File: config.mk
export PLATFORM = sky130hd
export DESIGN_NAME = ssa_ctrl
export DESIGN_NICKNAME = d
export VERILOG_FILES = /design/src/ssa_pkg.sv /design/src/ssa_ctrl.sv
export SDC_FILE = /design/constraint.sdc
export NUM_CORES = 1
export LEC_CHECK = 0
export BUFFER_PORTS_ARGS = -buffer_cell sky130_fd_sc_hd__buf_2
export CORE_AREA = 2 2 39 41
export DETAILED_ROUTE_END_ITERATION = 8
export DIE_AREA = 0 0 41 43
export PLACE_DENSITY = 0.43
export SETUP_SLACK_MARGIN = 0.3
export SYNTH_ARGS = -nofsm -noshare
export SYNTH_HDL_FRONTEND = slang
export SYNTH_SLANG_ARGS = --single-unit
File: constraint.sdc
create_clock -name clk -period 1.3 [get_ports clk]
set_input_delay 0.13 -clock clk [delete_from_list [all_inputs] [get_ports clk]]
set_output_delay 0.13 -clock clk [all_outputs]
set_load 0.02 [all_outputs]
File: src/ssa_pkg.sv
// Shared types and constants for the salted slot allocator.
// No dependencies; used by ssa_ctrl, ssa_datapath and the top level.
package ssa_pkg;

  // Controller states, one-hot
  typedef enum logic [2:0] {
    S_CLEAR = 3'b001,
    S_IDLE  = 3'b010,
    S_CHECK = 3'b100
  } state_t;

  // Controller -> datapath
  typedef struct packed {
    logic clr_step;   // write zero at the clear pointer and advance it
    logic accept;     // latch the input word, read its first slot
    logic scan_step;  // move to the next slot and read it
    logic finish;     // commit the operation and load the output word
  } cmd_t;

  // Datapath -> controller
  typedef struct packed {
    logic clr_last;   // clear pointer is on the last slot
    logic scan_more;  // allocate found an occupied slot below the limit
    logic out_free;   // output register can take a word this cycle
  } stat_t;

  localparam logic       OP_ALLOC   = 1'b0;
  localparam logic       OP_RELEASE = 1'b1;

  localparam logic [1:0] ST_OK    = 2'd0;
  localparam logic [1:0] ST_FULL  = 2'd1;
  localparam logic [1:0] ST_EMPTY = 2'd2;

  localparam logic [15:0] SALT_WRAP        = 16'h8000;
  localparam logic [15:0] SALT_MAX         = 16'hFFFF;
  localparam logic [31:0] HANDLE_NONE      = 32'hFFFF_FFFF;
  localparam logic [10:0] SLOT_LIMIT_RESET = 11'd1024;

endpackage

File: src/ssa_ctrl.sv
// Controller state machine for the salted slot allocator.
// Depends on ssa_pkg for the state, command and status types.
module ssa_ctrl (
  input  logic           clk,
  input  logic           rst,
  input  logic           in_valid,
  input  ssa_pkg::stat_t stat,
  output ssa_pkg::cmd_t  cmd,
  output logic           idle
);

  ssa_pkg::state_t state, state_next;

  always_ff @(posedge clk) begin
    if (rst) begin
      state <= ssa_pkg::S_CLEAR;
    end else begin
      state <= state_next;
    end
  end

  always_comb begin
    state_next = state;
    cmd        = '0;
    unique case (state)
      ssa_pkg::S_CLEAR: begin
        cmd.clr_step = 1'b1;
        if (stat.clr_last) begin
          state_next = ssa_pkg::S_IDLE;
        end
      end
      ssa_pkg::S_IDLE: begin
        if (in_valid) begin
          cmd.accept = 1'b1;
          state_next = ssa_pkg::S_CHECK;
        end
      end
      ssa_pkg::S_CHECK: begin
        if (stat.scan_more) begin
          cmd.scan_step = 1'b1;
        end else if (stat.out_free) begin
          cmd.finish = 1'b1;
          state_next = ssa_pkg::S_IDLE;
        end
      end
      default: begin
        state_next = ssa_pkg::S_CLEAR;
      end
    endcase
  end

  assign idle = (state == ssa_pkg::S_IDLE);

endmodule

# Yosys cells after proc, flatten, opt, wreduce, memory -nomap -nowiden
# Cells that the tools add are included.
[word_totals]
mem_bits_ro = 0
out_inout_bits = 5
elab_cells = 21
input_bits = 6
reg_bits = 3
ramBits = 0
latch_bits = 0
n_memories = 0
[classes]
n_mul = 0
addsub = 0
eq_ne = 7
n_reduce_logical = 1
div = 0
n_lt_le_gt_ge = 0
bitwise = 0
n_shift = 0
n_mux = 12
[op_table]
columns = ["operator", "count"]
rows = [
  ["2-to-1 mux 3 bit", 4],
  ["case mux 3 bit (3 select lines)", 1],
  ["!= test 2 bit, second input constant", 4],
  ["2-to-1 mux 1 bit", 6],
  ["AND reduction 4 bit", 1],
  ["== test 3 x 1 -> 1 bit, second input constant", 1],
  ["== test 3 x 2 -> 1 bit, second input constant", 1],
  ["== test 3 bit, second input constant", 1],
  ["2-to-1 mux 2 bit", 1],
]

# Logic depth before layout (Yosys ltp)
[logic_depth]
ltp_word = 3
depth_mapped = 3
depth_no_buf = 3

# Worst setup path before layout
# No wires, ideal clock.
[synth_path]
path_kind = "register to register"
from = "register state[0]"
to = "register state[1]"
setup_ps = 67
n_path_buf = 0
synth_period_minus_slack_ps = 1378
path_slack_ps = -78
t_arrival_ps = 1310
path_stages_with_launch = 4
required_ps = 1233
cell_sequence = "dfxtp_1 -> nor3b_1 -> a22oi_1 -> a21oi_2"
[synth_between]
elab_chain_len = 3
elab_cells_between_ends = 9
classes_between = "7 x eq/ne; 1 x mux; 1 x reduce/logical"
[synth_lines]
columns = ["element", "line_no", "rtl"]
rows = [
  ["from (decl)", "ssa_ctrl.sv:12", "ssa_pkg::state_t state, state_next;"],
  ["from (signal assigned)", "ssa_ctrl.sv:16", "state <= ssa_pkg::S_CLEAR;"],
  ["from (signal assigned)", "ssa_ctrl.sv:18", "state <= state_next;"],
  ["== test 3 x 1 -> 1 bit (tied with other cells)", "ssa_ctrl.sv:25", "unique case (state)"],
  ["!= test 2 bit (no line)", "n/a", ""],
  ["AND reduction 4 bit (no line)", "n/a", ""],
]
# Parallel ways exist; a longest one is shown, timed or not.
# A chain may end at the register's enable or synchronous reset.

==> metrics.md <==
| Metric | Value |
|---|---|
| RSZ-0062 raised after global routing | yes |
| Syn Area/Cell | 8.59 um^2 |
| Clk pwr share | 0.480 |
| Initial antenna violation count | 0 |
| Ys async rst share | 0 |
| Hold Path Class | primary input to register |
| Most used DFF post-synth | dfxtp_1 |
| EDFF count, synth | 0 |
| Hold Fails Final Rpt | 0 |
| Total core area | 1380 um^2 |
| Commonest cells in the netlist | 3 x dfxtp_1, 2 x inv_1, 2 x nand2b_1, 2 x nand3b_1, 2 x nor3b_1 |
| Die Wd | 41 um |
| Sequential share of the synthesized area | 0.318 |
| WP buf/inv | 2 |
| N_diodes | 0 |
| Most common cell in the netlist | dfxtp_1 |
| Max reg flops | 3 |
| Post-DP Area | 303 um^2 |
| Clk_skew | 0.00127 ns |
| Vias in the first global route | 262 |
| Hold slack final | 0.0762 ns |
| Combinational Power Share | 0.219 |
| Cell count after synthesis | 22 |
| R2r setup slk | 0.19 ns |
| IO Port Bufs | 10 |
| Worst endpoint required time | 1.17 ns |
| GR Util All Layers | 0.0891 |
| Drt drc | 0 |
| Static Leak | 0.172 nW |
| Sw Share | 0.265 |
| Nets | 47 |
| Total gr overflow | 0 |
| Int Pwr | 0.257 mW |
| Largest Register | state |
| CP Capture Type | primary output |
| Share of post-route cells with drive strength above 1 | 0.700 |
| Reg power frac | 0.301 |
| Hold_buf cts | 0 |
| Final WS setup | -0.0493 ns |
| CTS tree | built |
| R2r endpoint | state[1] |
| Slowest CP cell | or3_4 |
| Slowest stage delay, CP | 0.35 ns |
| Drt first-iter violations | 0 |
| Top-area cell type share of the netlist area | 0.318 |
| DR WL/cell | 9.77 um |
| Max IR drop VDD | 0.326 mV |
| Routed Antenna Nets | 0 |
| P&R area growth vs syn | 112% |
| Startpoint class of the critical path | register |
| HPWL after detailed placement | 373 um |
| Max Cap Viol | 0 |
| Min-Delay Path Depth | 2 |
| Die Y | 43 um |
| Worst-Skew Late Latency | 0.24 ns |
| Synth top area cells | dfxtp_1 32%, nand3b_1 7.9%, nor3b_1 7.9% |
| Routed WL | 547 um |
| Endpoint with the worst hold slack | state[1] |
| Cell Pwr Density | 872 nW/um^2 |
| Largest net degree at the start of global routing | 9 |
| H-tree depth | 1 |
| Cts bufs inserted | 3 |
| Top flop regs | state (3) |
| Status | complete, but fails checks |
| Total number of vias | 240 |
| Failing checks | setup timing |
| Worst slew pin tran | 0.222 ns |
| CTS max path bufs | 2 |
| Final GP Congestion | 0.677 |
| Max-slew violations | 0 |
| First-pass GRT wire length | 1000 um |
| Mapped Area | 189 um^2 |
| Power Total | 0.349 mW |
| Synth Warn # | 0 |
| Design Area, Final | 400 um^2 |
| Std-Cell Rows | 14 |
| Clk root buf | clkbuf_4 |
| Delay-heaviest family, CP | simple AND/OR/NAND/NOR gates |
| Synthesized Nets | 28 |
| Arrival time worst endpoint | 1.22 ns |
| Crit-path cells | nand2b_4 -> or3_4 -> inv_4 -> buf_6 |
| Die area | 1760 um^2 |
| Initial Util | 0.137 |
| Rel. slew slack | 0.852 |
| Min Tclk post-route | 1.35 ns |
| Vias/cell | 4.29 |
| Worst-path clk slew | 0.04 ns |
| Tcrit/Tclk final | 1.04 |
| Area leader, netlist | dfxtp_1 |
| Sw power | 0.0924 mW |
| Max frequency | 741 MHz |
| R2R depth | 4 |
| Reg2Reg Launch Point | state[0] |
| Max FO, Critical Path | 2 |
| Setup CP Type | register to primary output |
| Seq cells post-synth | 3 |
| Setup TNS | -0.0803 ns |
| I/O pins | 11 |
| TritonRoute pass-1 iters | 1 |
| CTS sink cnt | 3 |
| Setup-failing EPs final | 2 |
| Worst hold start | rst |
| Yosys cell types | 16 |
## logic make-up after synthesis
kind of cell | Yosys count | synth area share
compound gates | 6 | 0.219
buf+inv | 2 | 0.0397
flops | 3 | 0.318
simple gates | 11 | 0.424
## cell type report
class                      count  area, um^2
tap                           16        20.0
sequential                     3        71.3
fill                         159         983
timing repair buffer          14         119
inverter                       2        10.0
clock buffer                   4        26.3
multi-input combinational     17         154
## per-layer routing
layer  part of all wire  GRT usage
met1               0.45     0.0924
met4              0.035      0.100
met2               0.44      0.119
met5                  0          0
met3              0.075     0.0366
## power groups by stage
stage | clock network, mW | logic (mW) | registers [mW]
2_1_floorplan | 0 | 0.0386 | 0.109
3_3_place_gp | 0 | 0.0563 | 0.111
3_5_place_dp | 0 | 0.0562 | 0.112
4_1_cts | 0.173 | 0.0747 | 0.105
5_1_grt | 0.179 | 0.0836 | 0.106
6_report | 0.168 | 0.0763 | 0.105
## how the worst max path moves through the flow
stage,from,endpoint,cells past startpoint
2_1_floorplan,state[1],cmd[2],2
3_3_place_gp,state[0],cmd[0],4
3_5_place_dp,state[0],cmd[0],4
4_1_cts,state[0],cmd[0],4
5_1_grt,state[0],cmd[2],4
6_report,state[0],cmd[0],4
## timing repair
action | 4_1_cts | 5_1_grt
buffers inserted | 4 | 0
pin swaps | 2 | 3
endpoints found under the setup margin | 6 | 6
hold endpoints to repair | 0 | 0
gates resized for setup | 11 | 2
## metrics by stage
stage | cells | worst slack, ns | utilization
after floorplan | 22 | 0.228 | -
after global placement | 48 | 0.133 | 0.219
after detailed placement | 48 | 0.127 | 0.219
after CTS | 56 | -0.0798 | 0.284
after global routing | 56 | -0.0955 | 0.289
final | 56 | -0.0493 | 0.289
## layout by cell type (no fill, tap or decap), types with 2 or more instances in the layout
master,synthesis,routed
buf_2,0,5
buf_4,0,2
buf_6,0,7
clkbuf_4,0,3
dfxtp_4,0,3
nand3b_1,2,2
nor3b_4,0,2
No activity file was read; power rests on OpenSTA's default activity.
